`config.mk`:
```
export PLATFORM = sky130hd
export DESIGN_NAME = tree_ancestor_query_and_check_core_flat
export DESIGN_NICKNAME = d
export VERILOG_FILES = /design/src/taqc_pkg.sv /design/src/taqc_in_if.sv /design/src/taqc_out_if.sv /design/src/taqc_ctrl.sv /design/src/taqc_dp.sv /design/src/tree_ancestor_query_and_check_core.sv /design/src/flat_wrapper.sv
export SDC_FILE = /design/constraint.sdc
export NUM_CORES = 1
export LEC_CHECK = 0
export BUFFER_PORTS_ARGS = -buffer_cell sky130_fd_sc_hd__buf_2
export CAP_MARGIN = 5
export CORE_MARGIN = 2
export CORE_UTILIZATION = 38
export CTS_BUF_LIST = sky130_fd_sc_hd__clkbuf_4
export DETAILED_ROUTE_END_ITERATION = 8
export SLEW_MARGIN = 30
export SYNTH_ARGS = -nofsm -noshare
export SYNTH_HDL_FRONTEND = slang
export SYNTH_SLANG_ARGS = --single-unit
```
`constraint.sdc`:
```
create_clock -name clk -period 9.4 [get_ports clk]
set_input_delay 1.88 -clock clk [delete_from_list [all_inputs] [get_ports clk]]
set_output_delay 1.88 -clock clk [all_outputs]
set_load 0.02 [all_outputs]
```
`src/taqc_pkg.sv`:
```
// Shared types and codes for the tree ancestor query and check block.
package taqc_pkg;

  // Width of the node index fields on the input channel
  localparam int unsigned FIELD_W = 6;

  // Command codes carried in the cmd field
  typedef enum logic [1:0] {
    CMD_WRITE = 2'd0,
    CMD_CHECK = 2'd1,
    CMD_QUERY = 2'd2,
    CMD_NONE  = 2'd3
  } cmd_t;

  // Source of the column memory read address
  typedef enum logic [1:0] {
    RD_DEST = 2'd0,
    RD_SCAN = 2'd1,
    RD_WALK = 2'd2
  } rd_src_t;

  // Result to be captured when a command finishes
  typedef enum logic [1:0] {
    RES_ZERO = 2'd0,
    RES_ERR  = 2'd1,
    RES_TRUE = 2'd2,
    RES_TREE = 2'd3
  } res_sel_t;

  // Commands from the controller to the datapath
  typedef struct packed {
    logic     ld_item;
    logic     rd_en;
    rd_src_t  rd_src;
    logic     wr_en;
    logic     chk_clr;
    logic     chk_acc;
    logic     col_inc;
    logic     walk_init;
    logic     walk_step;
    logic     res_ld;
    res_sel_t res_sel;
    logic     out_ld;
  } taqc_ctl_t;

  // Status from the datapath to the controller
  typedef struct packed {
    cmd_t cmd;
    logic range_err;
    logic col_end;
    logic walk_hit;
    logic walk_lim;
    logic no_parent;
  } taqc_sts_t;

endpackage

```
`src/taqc_in_if.sv`:
```
// Input channel: command items with valid/ready handshake.
interface taqc_in_if
  import taqc_pkg::*;
();
  logic               valid;
  logic               ready;
  cmd_t               cmd;
  logic [FIELD_W-1:0] from_node;
  logic [FIELD_W-1:0] to_node;
  logic               edge_bit;

  modport source (output valid, output cmd, output from_node, output to_node,
                  output edge_bit, input ready);
  modport sink   (input valid, input cmd, input from_node, input to_node,
                  input edge_bit, output ready);
endinterface

```
`src/taqc_out_if.sv`:
```
// Result channel: status and answer with valid/ready handshake.
interface taqc_out_if;
  logic valid;
  logic ready;
  logic status;
  logic answer;

  modport source (output valid, output status, output answer, input ready);
  modport sink   (input valid, input status, input answer, output ready);
endinterface

```
`src/taqc_ctrl.sv`:
```
// Controller state machine: sequences write, check and query commands.
module taqc_ctrl
  import taqc_pkg::*;
(
  input  logic      clk,
  input  logic      rst_n,
  input  logic      in_valid,
  output logic      in_ready,
  input  logic      out_ready,
  output logic      out_valid,
  input  taqc_sts_t sts,
  output taqc_ctl_t ctl
);

  typedef enum logic [7:0] {
    S_IDLE    = 8'b0000_0001,
    S_DECODE  = 8'b0000_0010,
    S_WR_WB   = 8'b0000_0100,
    S_CHK     = 8'b0000_1000,
    S_CHK_END = 8'b0001_0000,
    S_Q_TEST  = 8'b0010_0000,
    S_Q_STEP  = 8'b0100_0000,
    S_DONE    = 8'b1000_0000
  } state_t;

  state_t state_r, state_nxt;
  logic   out_valid_r, out_valid_nxt;
  logic   slot_free;

  assign slot_free = !out_valid_r || out_ready;
  assign in_ready  = (state_r == S_IDLE);
  assign out_valid = out_valid_r;

  // Next state and datapath commands
  always_comb begin
    state_nxt = state_r;
    ctl       = '0;
    ctl.rd_src  = RD_DEST;
    ctl.res_sel = RES_ZERO;
    unique case (state_r)
      S_IDLE: begin
        if (in_valid) begin
          ctl.ld_item = 1'b1;
          state_nxt   = S_DECODE;
        end
      end
      S_DECODE: begin
        unique case (sts.cmd)
          CMD_WRITE: begin
            if (sts.range_err) begin
              ctl.res_ld  = 1'b1;
              ctl.res_sel = RES_ERR;
              state_nxt   = S_DONE;
            end else begin
              ctl.rd_en  = 1'b1;
              ctl.rd_src = RD_DEST;
              state_nxt  = S_WR_WB;
            end
          end
          CMD_CHECK: begin
            ctl.chk_clr = 1'b1;
            ctl.rd_en   = 1'b1;
            ctl.rd_src  = RD_SCAN;
            ctl.col_inc = 1'b1;
            state_nxt   = S_CHK;
          end
          CMD_QUERY: begin
            if (sts.range_err) begin
              ctl.res_ld  = 1'b1;
              ctl.res_sel = RES_ERR;
              state_nxt   = S_DONE;
            end else begin
              ctl.walk_init = 1'b1;
              state_nxt     = S_Q_TEST;
            end
          end
          CMD_NONE: begin
            ctl.res_ld  = 1'b1;
            ctl.res_sel = RES_ZERO;
            state_nxt   = S_DONE;
          end
          default: state_nxt = S_IDLE;
        endcase
      end
      S_WR_WB: begin
        ctl.wr_en   = 1'b1;
        ctl.res_ld  = 1'b1;
        ctl.res_sel = RES_ZERO;
        state_nxt   = S_DONE;
      end
      S_CHK: begin
        ctl.chk_acc = 1'b1;
        if (sts.col_end) begin
          state_nxt = S_CHK_END;
        end else begin
          ctl.rd_en   = 1'b1;
          ctl.rd_src  = RD_SCAN;
          ctl.col_inc = 1'b1;
        end
      end
      S_CHK_END: begin
        ctl.res_ld  = 1'b1;
        ctl.res_sel = RES_TREE;
        state_nxt   = S_DONE;
      end
      S_Q_TEST: begin
        if (sts.walk_hit) begin
          ctl.res_ld  = 1'b1;
          ctl.res_sel = RES_TRUE;
          state_nxt   = S_DONE;
        end else if (sts.walk_lim) begin
          ctl.res_ld  = 1'b1;
          ctl.res_sel = RES_ZERO;
          state_nxt   = S_DONE;
        end else begin
          ctl.rd_en  = 1'b1;
          ctl.rd_src = RD_WALK;
          state_nxt  = S_Q_STEP;
        end
      end
      S_Q_STEP: begin
        if (sts.no_parent) begin
          ctl.res_ld  = 1'b1;
          ctl.res_sel = RES_ZERO;
          state_nxt   = S_DONE;
        end else begin
          ctl.walk_step = 1'b1;
          state_nxt     = S_Q_TEST;
        end
      end
      S_DONE: begin
        if (slot_free) begin
          ctl.out_ld = 1'b1;
          state_nxt  = S_IDLE;
        end
      end
      default: state_nxt = S_IDLE;
    endcase
  end

  // Hold the result valid until the transfer completes
  always_comb begin
    if (ctl.out_ld) begin
      out_valid_nxt = 1'b1;
    end else if (out_ready) begin
      out_valid_nxt = 1'b0;
    end else begin
      out_valid_nxt = out_valid_r;
    end
  end

  always_ff @(posedge clk) begin
    if (!rst_n) begin
      state_r     <= S_IDLE;
      out_valid_r <= 1'b0;
    end else begin
      state_r     <= state_nxt;
      out_valid_r <= out_valid_nxt;
    end
  end

endmodule

```
`src/taqc_dp.sv`:
```
// Datapath: column memory of parent bits, tree scan and ancestor walk.
module taqc_dp
  import taqc_pkg::*;
#(
  parameter int unsigned NODES = 16
)(
  input  logic               clk,
  input  logic               rst_n,
  input  taqc_ctl_t          ctl,
  output taqc_sts_t          sts,
  input  cmd_t               in_cmd,
  input  logic [FIELD_W-1:0] in_from_node,
  input  logic [FIELD_W-1:0] in_to_node,
  input  logic               in_edge_bit,
  output logic               out_status,
  output logic               out_answer
);

  localparam int unsigned NW = $clog2(NODES);
  localparam int unsigned SW = $clog2(NODES + 1);

  // Latched command item
  cmd_t          cmd_r;
  logic [NW-1:0] u_r;
  logic [NW-1:0] v_r;
  logic          edge_r;
  logic          err_r;
  logic          err_nxt;

  // Column memory: entry c holds the parent bits of child c
  logic [NODES-1:0] col_mem [NODES];
  logic [NODES-1:0] col_vld_r;
  logic [NODES-1:0] rdata_r;
  logic             rvld_r;
  logic [NODES-1:0] colword;
  logic [NODES-1:0] wdata;
  logic [NW-1:0]    rd_addr;

  // Scan and walk state
  logic [SW-1:0]    col_r;
  logic             multi_r;
  logic [NODES-1:0] child_r;
  logic [NODES-1:0] noparent_r;
  logic [NODES-1:0] roots;
  logic             tree_ok;
  logic [NW-1:0]    node_r;
  logic [SW-1:0]    steps_r;
  logic [NW-1:0]    par_idx;

  // Results
  logic res_status_r;
  logic res_answer_r;
  logic out_status_r;
  logic out_answer_r;

  // Range check on the incoming node fields
  assign err_nxt = ({1'b0, in_from_node} >= (FIELD_W + 1)'(NODES)) ||
                   ({1'b0, in_to_node}   >= (FIELD_W + 1)'(NODES));

  always_ff @(posedge clk) begin
    if (ctl.ld_item) begin
      cmd_r  <= in_cmd;
      u_r    <= in_from_node[NW-1:0];
      v_r    <= in_to_node[NW-1:0];
      edge_r <= in_edge_bit;
      err_r  <= err_nxt;
    end
  end

  // Pick the read address; a new scan starts at column zero
  always_comb begin
    unique case (ctl.rd_src)
      RD_DEST: rd_addr = v_r;
      RD_SCAN: rd_addr = ctl.chk_clr ? '0 : col_r[NW-1:0];
      RD_WALK: rd_addr = node_r;
      default: rd_addr = v_r;
    endcase
  end

  // Never-written columns read as empty
  assign colword = rvld_r ? rdata_r : '0;

  // Replace one parent bit of the column read back
  always_comb begin
    wdata      = colword;
    wdata[u_r] = edge_r;
  end

  always_ff @(posedge clk) begin
    if (ctl.wr_en) begin
      col_mem[v_r] <= wdata;
    end
    if (ctl.rd_en) begin
      rdata_r <= col_mem[rd_addr];
      rvld_r  <= col_vld_r[rd_addr];
    end
  end

  always_ff @(posedge clk) begin
    if (!rst_n) begin
      col_vld_r <= '0;
    end else if (ctl.wr_en) begin
      col_vld_r[v_r] <= 1'b1;
    end
  end

  // Accumulate the tree check one column per cycle
  always_ff @(posedge clk) begin
    if (!rst_n) begin
      col_r <= '0;
    end else if (ctl.chk_clr) begin
      col_r <= SW'(1);
    end else if (ctl.col_inc) begin
      col_r <= col_r + SW'(1);
    end
  end

  always_ff @(posedge clk) begin
    if (ctl.chk_clr) begin
      multi_r <= 1'b0;
      child_r <= '0;
    end else if (ctl.chk_acc) begin
      multi_r    <= multi_r || ((colword & (colword - NODES'(1))) != '0);
      child_r    <= child_r | colword;
      noparent_r <= {(colword == '0), noparent_r[NODES-1:1]};
    end
  end

  // Exactly one parentless node that has children, and no shared child
  assign roots   = noparent_r & child_r;
  assign tree_ok = !multi_r && (roots != '0) &&
                   ((roots & (roots - NODES'(1))) == '0);

  // Lowest-indexed parent of the column read back
  always_comb begin
    par_idx = '0;
    for (int i = NODES - 1; i >= 0; i--) begin
      if (colword[i]) begin
        par_idx = NW'(i);
      end
    end
  end

  // Advance the walk one parent at a time
  always_ff @(posedge clk) begin
    if (!rst_n) begin
      node_r  <= '0;
      steps_r <= '0;
    end else if (ctl.walk_init) begin
      node_r  <= v_r;
      steps_r <= '0;
    end else if (ctl.walk_step) begin
      node_r  <= par_idx;
      steps_r <= steps_r + SW'(1);
    end
  end

  // Capture the result, then move it to the output register
  always_ff @(posedge clk) begin
    if (ctl.res_ld) begin
      case (ctl.res_sel)
        RES_ZERO: begin
          res_status_r <= 1'b0;
          res_answer_r <= 1'b0;
        end
        RES_ERR: begin
          res_status_r <= 1'b1;
          res_answer_r <= 1'b0;
        end
        RES_TRUE: begin
          res_status_r <= 1'b0;
          res_answer_r <= 1'b1;
        end
        RES_TREE: begin
          res_status_r <= 1'b0;
          res_answer_r <= tree_ok;
        end
        default: begin
          res_status_r <= 1'b0;
          res_answer_r <= 1'b0;
        end
      endcase
    end
    if (ctl.out_ld) begin
      out_status_r <= res_status_r;
      out_answer_r <= res_answer_r;
    end
  end

  assign out_status = out_status_r;
  assign out_answer = out_answer_r;

  assign sts.cmd       = cmd_r;
  assign sts.range_err = err_r;
  assign sts.col_end   = (col_r == SW'(NODES));
  assign sts.walk_hit  = (node_r == u_r);
  assign sts.walk_lim  = (steps_r == SW'(NODES));
  assign sts.no_parent = (colword == '0);

endmodule

```
`src/tree_ancestor_query_and_check_core.sv`:
```
// Top level of the tree ancestor query and check block.
// The block keeps a NODES-by-NODES parent/child bit matrix in a memory with
// one entry per child column, and works on one command at a time; each
// command gives exactly one result. A write reads the column and writes it
// back; a check reads one column per cycle over all NODES columns; a query
// walks at most NODES parent steps, each of which reads one column and picks
// its lowest parent, and stops early when it reaches the from node or a node
// with no parent. A write or query with a node out of range, and the unused
// command code, go straight to the result. The column memory has a single
// read port. Reset clears the matrix at once through per-column valid bits.
// A new command is taken as soon as the previous one has moved to the
// output register, even if that result has not yet been taken.
module tree_ancestor_query_and_check_core
  import taqc_pkg::*;
#(
  parameter int unsigned NODES = 16
)(
  input  logic        clk,
  input  logic        rst_n,
  taqc_in_if.sink     in_ch,
  taqc_out_if.source  out_ch
);

  taqc_ctl_t ctl;
  taqc_sts_t sts;

  taqc_ctrl u_ctrl (
    .clk       (clk),
    .rst_n     (rst_n),
    .in_valid  (in_ch.valid),
    .in_ready  (in_ch.ready),
    .out_ready (out_ch.ready),
    .out_valid (out_ch.valid),
    .sts       (sts),
    .ctl       (ctl)
  );

  taqc_dp #(
    .NODES (NODES)
  ) u_dp (
    .clk          (clk),
    .rst_n        (rst_n),
    .ctl          (ctl),
    .sts          (sts),
    .in_cmd       (in_ch.cmd),
    .in_from_node (in_ch.from_node),
    .in_to_node   (in_ch.to_node),
    .in_edge_bit  (in_ch.edge_bit),
    .out_status   (out_ch.status),
    .out_answer   (out_ch.answer)
  );

endmodule
```
`src/flat_wrapper.sv`:
```
// flat-port wrapper written by rule: the top's interface ports become plain ports
module tree_ancestor_query_and_check_core_flat import taqc_pkg::*;
#(
  parameter int unsigned NODES = 16
)
  (clk, rst_n, in_ch_valid, in_ch_cmd, in_ch_from_node, in_ch_to_node, in_ch_edge_bit, in_ch_ready, out_ch_valid, out_ch_status, out_ch_answer, out_ch_ready);
  taqc_in_if in_ch_i ();
  taqc_out_if out_ch_i ();
  input  logic clk;
  input  logic rst_n;
  input wire logic [$bits(in_ch_i.valid)-1:0] in_ch_valid;
  input wire logic [$bits(in_ch_i.cmd)-1:0] in_ch_cmd;
  input wire logic [$bits(in_ch_i.from_node)-1:0] in_ch_from_node;
  input wire logic [$bits(in_ch_i.to_node)-1:0] in_ch_to_node;
  input wire logic [$bits(in_ch_i.edge_bit)-1:0] in_ch_edge_bit;
  output wire logic [$bits(in_ch_i.ready)-1:0] in_ch_ready;
  output wire logic [$bits(out_ch_i.valid)-1:0] out_ch_valid;
  output wire logic [$bits(out_ch_i.status)-1:0] out_ch_status;
  output wire logic [$bits(out_ch_i.answer)-1:0] out_ch_answer;
  input wire logic [$bits(out_ch_i.ready)-1:0] out_ch_ready;
  assign in_ch_i.valid = in_ch_valid;
  assign in_ch_i.cmd = in_ch_cmd;
  assign in_ch_i.from_node = in_ch_from_node;
  assign in_ch_i.to_node = in_ch_to_node;
  assign in_ch_i.edge_bit = in_ch_edge_bit;
  assign in_ch_ready = in_ch_i.ready;
  assign out_ch_valid = out_ch_i.valid;
  assign out_ch_status = out_ch_i.status;
  assign out_ch_answer = out_ch_i.answer;
  assign out_ch_i.ready = out_ch_ready;
  tree_ancestor_query_and_check_core #(.NODES(NODES)) u_core (.clk(clk), .rst_n(rst_n), .in_ch(in_ch_i), .out_ch(out_ch_i));
endmodule
```
==> run metrics, run 1 <==
VDD IR max just over 80 uV; Seq cells post-synth ~360; Inserted Clock Buffers 92; row cnt between 70 and 80; Worst Setup End Kind register; Async S/R FF share, synth 0%; fraction of power spent switching nets 23.38%; area growth from synthesis to layout 13.39%; clock sinks roughly 360; Final ANT Viol Nets 0; share of cells above drive strength 1 19.99%; Syn Area/Cell roughly 13 sq um; Final Cycle Share 54.40%; setup_tns 0 ns; placement-stage cell area roughly 0.017 sq mm; H-tree depth reported by CTS 3; worst path cell trace nor4_1 > nand4b_1 > nor2_1 > nor2_1 > inv_1 > ha_1 > nor2b_1 > a211oi_4 > buf_4 > or2_4 > buf_4 > nand2_1 > a32o_1 > nor4b_2; final WL between 40 and 50 mm; Slew Limit Headroom between 30% and 40%; finished layout cell area 0.01777 sq mm; # port buffers 22; Pre-Repair DR Iteration Count 5; Skew-Pair Late Insertion Delay between 0.7 and 0.8 ns; Static Leakage around 6.4 nW; CTS tree done; Int Power 2.501 mW; clock-pin slew on the worst setup and hold paths roughly 0.070 ns; Nets 1,296; sequential-to-total area share from yosys stat between 60% and 70%; RSZ-0062 raised after global routing no; Hold Crit Class reg -> reg; Clk pwr share about two fifths; Max Clock Freq roughly 200 MHz; CP delay by family, top simple AND/OR/NAND/NOR gates; Tmin final 5.114 ns; CTS hold repair buffers 0; post_cts resized 0; vias in the first global route 10,430; Slew @ Worst Pin just under 1 ns; CTS Root Cell clkbuf_4; Cell Pwr Density between 150 and 200 mW/mm^2; vias approximately 11,000; Design Power about 3.3 mW; GRT overflow 0; Comb pwr share 5.5%; dominant synthesized flop cell edfxtp_1; Max clock buf depth 3; Psw between 0.7 and 0.8 mW; core area 0.04074 sq mm; Req. time, crit path between 9 and 10 ns; # DRC 0; Worst EP arrival between 5 and 6 ns; Fin. Hold Viols 0; largest net degree at the start of global routing 97; Max Slew Vio Count 0; wire per inst ~22 microns; Mapped Cells 1,201; RePlAce Congestion ~0.85; sequential power share between 50% and 60%; DP HPWL between 20 and 25 mm; number of synthesized flops with an enable pin approximately 310; Ys Warns 0; clk_skew 0.07561 ns; post-synthesis cell type count 71; Slowest-stage cell, CP or2_4; status complete, no violations; max_cap viols 0; Startpoint Class register; CP max stage delay between 0.6 and 0.7 ns; I/O pins 23; Mapped Area about 0.016 sq mm; Reg2Reg Setup Slack approximately 4.3 ns; DIE HEIGHT 207.1 microns; first-pass GRT wire length around 62 mm; syn nets approximately 1,200; Post-CTS Setup Repair Bufs 0; antenna violations before repair 1; starting density of the core between 30% and 40%; Via-to-Cell Ratio approximately 5.6; critical path peak fanout 56; GRT Total Usage around a fifth; die area about 0.043 sq mm; Die Wd slightly above 200 microns; Setup Viol. Count Final 0; Crit path buffers/inverters 3; Initial DRC Count around 1,000; Worst Path Class, Setup reg -> reg
[synth_stat cells (all sizes together), types with 16 or more instances]
library cell  instances  area (sq um)
a21oi                31         158.9
a22o                 27         236.5
buf                  27         166.4
clkbuf               55         206.5
dfxtp                56          1121
edfxtp              305          9159
inv                  85         319.1
mux2i                38         380.4
nand2                61         229.0
nand3                17         85.08
nor2                 51         207.7
o211a                36         360.4
o211ai               44         330.3
o21a                 21         157.7
o21ai               101         505.5
or3                  16         100.1
[path summary, 6_finish.rpt]
| path | from | to | cells after the start |
|---|---|---|---|
| setup / recovery | u_core.u_ctrl.state_r[2] | u_core.u_dp.rdata_r[0] | 14 |
| hold / removal | u_core.u_dp.res_answer_r | u_core.u_dp.out_answer | 0 |
| setup reg to reg | u_core.u_ctrl.state_r[2] | u_core.u_dp.rdata_r[0] | 14 |
| hold reg to reg | u_core.u_dp.res_answer_r | u_core.u_dp.out_answer | 0 |
[through the flow]
step	hold slack, ns	worst slack [ns]	cells	utilization, %
after CTS	0.4113	4.304	1878	43.60
after floorplan	0.4003	5.694	1201	-
after global placement	0.4039	4.142	1708	40.47
after global routing	0.4321	3.802	1879	43.63
after detailed placement	0.4052	4.368	1709	40.64
final	0.4066	4.286	1879	43.63
[metal layers]
| layer | wire, microns | vias to the layer above | part of all wire (%) | global-route usage [%] |
|---|---|---|---|---|
| met5 | 0 | - | 0 | 0 |
| met4 | 1145 | 0 | 2.8 | 7.759 |
| met3 | 3192 | 81 | 7.8 | 3.987 |
| met2 | 19080 | 436 | 47 | 29.77 |
| met1 | 17570 | 5197 | 43 | 25.71 |
| li1 | - | 4842 | - | - |
[sequential cells by signal (all words and copies together) (netlist names), 2 cells and up]
name	flops
u_core.u_dp.u_r	4
u_core.u_dp.v_r	4
u_core.u_dp.col_r	5
u_core.u_dp.node_r	4
u_core.u_dp.col_vld_r	16
u_core.u_dp.steps_r	5
u_core.u_dp.col_mem	256
u_core.u_dp.noparent_r	16
u_core.u_dp.cmd_r	2
u_core.u_ctrl.state_r	8
u_core.u_dp.child_r	16
u_core.u_dp.rdata_r	16
[power by group through the flow]
stage	Combinational (mW)	Clock (mW)	Sequential, mW
finish	0.179	1.34	1.74
global route	0.194	1.46	1.74
detailed placement	0.178	0	1.78
floorplan	0.126	0	1.77
global placement	0.172	0	1.78
CTS	0.179	1.37	1.74
[placed cells by master, fill, tap and decap left out, types with 7 or more instances in the layout]
master / n
dfxtp_1: 56
inv_1: 85
o21a_1: 21
or3_1: 16
nor2b_1: 7
mux2i_1: 38
o311ai_0: 7
a21oi_1: 30
nand2_1: 60
o211ai_1: 44
a2111oi_0: 15
nor3_1: 8
and4b_1: 9
nand2b_1: 10
buf_2: 22
o21ai_0: 89
a32o_1: 9
a22o_1: 27
nor4b_2: 9
nor2_2: 11
clkinv_1: 16
o21ai_1: 11
xor2_1: 11
nand4_1: 10
nand3_1: 17
clkbuf_4: 146
edfxtp_1: 305
a211oi_1: 8
o211a_1: 36
nor2_1: 37
buf_4: 35
o21bai_1: 15
[worst reg2reg max path: cells and delay by family, from the launching register on]
family                     cells  cell delay, ns
adders and majority gates      1            0.35
and+or+nand+nor                8            2.64
AOI/OAI and AO/OA              2            0.49
DFF                            1            0.39
buffers and inverters          3            1.04
[final cells by class]
| type | count | area, sq um |
|---|---|---|
| antenna | 1 | 2.502 |
| timing repair buffer | 58 | 387.9 |
| sequential | 361 | 10280 |
| tap | 532 | 665.6 |
| fill | 3754 | 22960 |
| multi-input combinational | 673 | 4915 |
| clock inverter | 23 | 108.9 |
| clock buffer | 146 | 1096 |
| inverter | 85 | 319.1 |
[cells by family (layout without fill, tap and decap cells)]
family	count (synthesis)	in the layout	share of synthesized area (%)
fa+ha+maj	10	10	0.7344
xor+xnor	14	14	0.7823
simple gates	242	242	8.940
flops	361	361	65.58
buf+inv	167	312	4.414
compound gates	367	367	16.98
mux	40	40	2.570
other cells	0	1	0
Power figures use the tool's default switching activity.
==> inputs of run 2 (changes only) <==
ABC_AREA = 1   (was unset)
clock period = 5.1 ns   (was 9.4 ns; I/O delays follow)
==> run metrics, run 2 <==
status complete, no violations; Cell Pwr Density about 350 mW/mm^2; clock-pin slew on the worst setup and hold paths 0.06 ns; number of synthesized flops with an enable pin around 310; most numerous cell in the Yosys netlist nand2_1; post-synthesis cell type count between 50 and 60; Largest Register u_core.u_dp.col_mem; clock sinks about 360; Max Slew Vio Count 0; Mapped Area around 0.016 sq mm; GRT Total Usage between 15 and 20%; syn nets around 1,500; GRT overflow 0; VDD IR max ~140 uV; DIE HEIGHT between 200 and 250 microns; row cnt 74; largest net degree at the start of global routing ~100; Async S/R FF share, synth 0%; most common cell after layout, fill and taps aside nand2_1; I/O pins 23; DP HPWL around 22 mm; first-pass GRT wire length 60.33 mm; starting density of the core roughly 38%; Via-to-Cell Ratio between 5 and 6; Nets roughly 1,600; Seq cells post-synth approximately 360; Slew Limit Headroom between 30% and 40%; Initial DRC Count slightly above 900; H-tree depth reported by CTS 3; Post-CTS Setup Repair Bufs 0; placement-stage cell area ~0.017 sq mm; area growth from synthesis to layout 12.79%; # port buffers 22; max_cap viols 0; Startpoint Class register; clk_skew 0.07573 ns; Ys Warns 0; wire per inst ~18 microns; post_cts resized 0; RSZ-0062 raised after global routing no; CTS Root Cell clkbuf_4; Skew-Pair Late Insertion Delay around 0.77 ns; Hold Crit Class reg -> reg; Setup Viol. Count Final 0; RePlAce Congestion ~0.84; max reg flops between 200 and 300; Static Leakage roughly 6.9 nW; sequential-to-total area share from yosys stat 65.46%; dominant synthesized flop cell edfxtp_1; Slew @ Worst Pin 0.9895 ns; core area 0.04083 sq mm; post-synth top area share about three fifths; Worst Setup End Kind register; CTS hold repair buffers 0; die area approximately 0.043 sq mm; Tmin final roughly 4.2 ns; Mapped Cells between 1,000 and 1,500; Design Power between 6 and 7 mW; Fin. Hold Viols 0; Final ANT Viol Nets 0; most frequent cells in the layout 347 x nand2_1, 305 x edfxtp_1, 178 x inv_1; final worst slack 0.9249 ns; final WL between 30 and 40 mm; Worst Path Class, Setup reg -> reg; final non-filler cell total ~2,200; Hold WS 0.4307 ns; CTS tree done; Die Wd 207.3 microns; Req. time, crit path roughly 5.6 ns; Inserted Clock Buffers between 90 and 100; finished layout cell area roughly 0.018 sq mm; vias in the first global route 10,680; vias around 11,000; Pre-Repair DR Iteration Count 7; Syn Area/Cell about 11 sq um; Placed Instances ~2,000; # DRC 0; Worst EP arrival between 4 and 5 ns; largest area contributor in the netlist edfxtp_1; Max clock buf depth 3; Final Cycle Share between 80% and 90%; Max Clock Freq between 200 and 250 MHz; Post-synth top cells 347 x nand2_1, 305 x edfxtp_1, 179 x inv_1, 132 x nand3_1, 105 x o211ai_1; critical path peak fanout slightly above 100; setup_tns 0 ns; Layout Utilization between 40% and 50%; largest cells by area after synthesis edfxtp_1 58%, nand2_1 8.3%, dfxtp_1 7.1%; dpl ws ~0.90 ns; antenna violations before repair 1; share of cells above drive strength 1 15.46%
run 2: final cells by class:
cell class | count | area (sq um)
fillers | 3830 | 23120
flip-flops and latches | 361 | 10280
multi-input cells | 868 | 4492
clock buffers | 135 | 1013
inverters | 187 | 706.9
well taps | 532 | 665.6
repair buffers | 53 | 380.4
clock inverters | 26 | 171.4
diodes | 2 | 5.005
run 2: layer usage:
layer	up-vias	wire length, microns	global-route usage, %
met5	-	0	0
met4	0	1180	8.424
met3	84	2687	4.054
met2	375	17960	28.59
met1	5213	17220	24.09
li1	5370	-	-
run 2: where the power goes:
group	internal, mW	switching [mW]
registers	3.21	0.0218
clock network	1.32	1.17
logic	0.142	0.321
total	4.67	1.51
run 2: final timing paths:
check	to	slack, ns	cells past startpoint	startpoint
worst min-delay path	u_core.u_dp.out_answer	0.43	0	u_core.u_dp.res_answer_r
worst max register to register	u_core.u_dp.rdata_r[6]	0.92	17	u_core.u_ctrl.state_r[7]
worst max-delay path	u_core.u_dp.rdata_r[6]	0.92	17	u_core.u_ctrl.state_r[7]
worst min register to register	u_core.u_dp.out_answer	0.43	0	u_core.u_dp.res_answer_r
run 2: cells by family after synthesis:
group,count (synthesis),share of synthesized area [%]
xor gates and xnor gates,5,0.2788
buffers and inverters,253,6.915
and+or+nand+nor,627,17.30
DFF,361,65.46
AOI/OAI and AO/OA,229,9.512
adders and majority gates,7,0.5417
run 2: worst max-delay path, stage by stage (launching register included):
cell and delay (ns):
dfxtp_1 0.32, nor2_2 0.16, nand2_2 0.12, nor4_4 0.14, buf_4 0.30, o21ai_0 0.27, nand2_1 0.23, inv_1 0.13
ha_1 0.24, a21oi_1 0.25, nand2_4 0.34, nand2_8 0.61, buf_4 0.32, nand2_1 0.08, o211ai_1 0.09, nand3_1 0.09
nand3_1 0.10, nand2_1 0.09
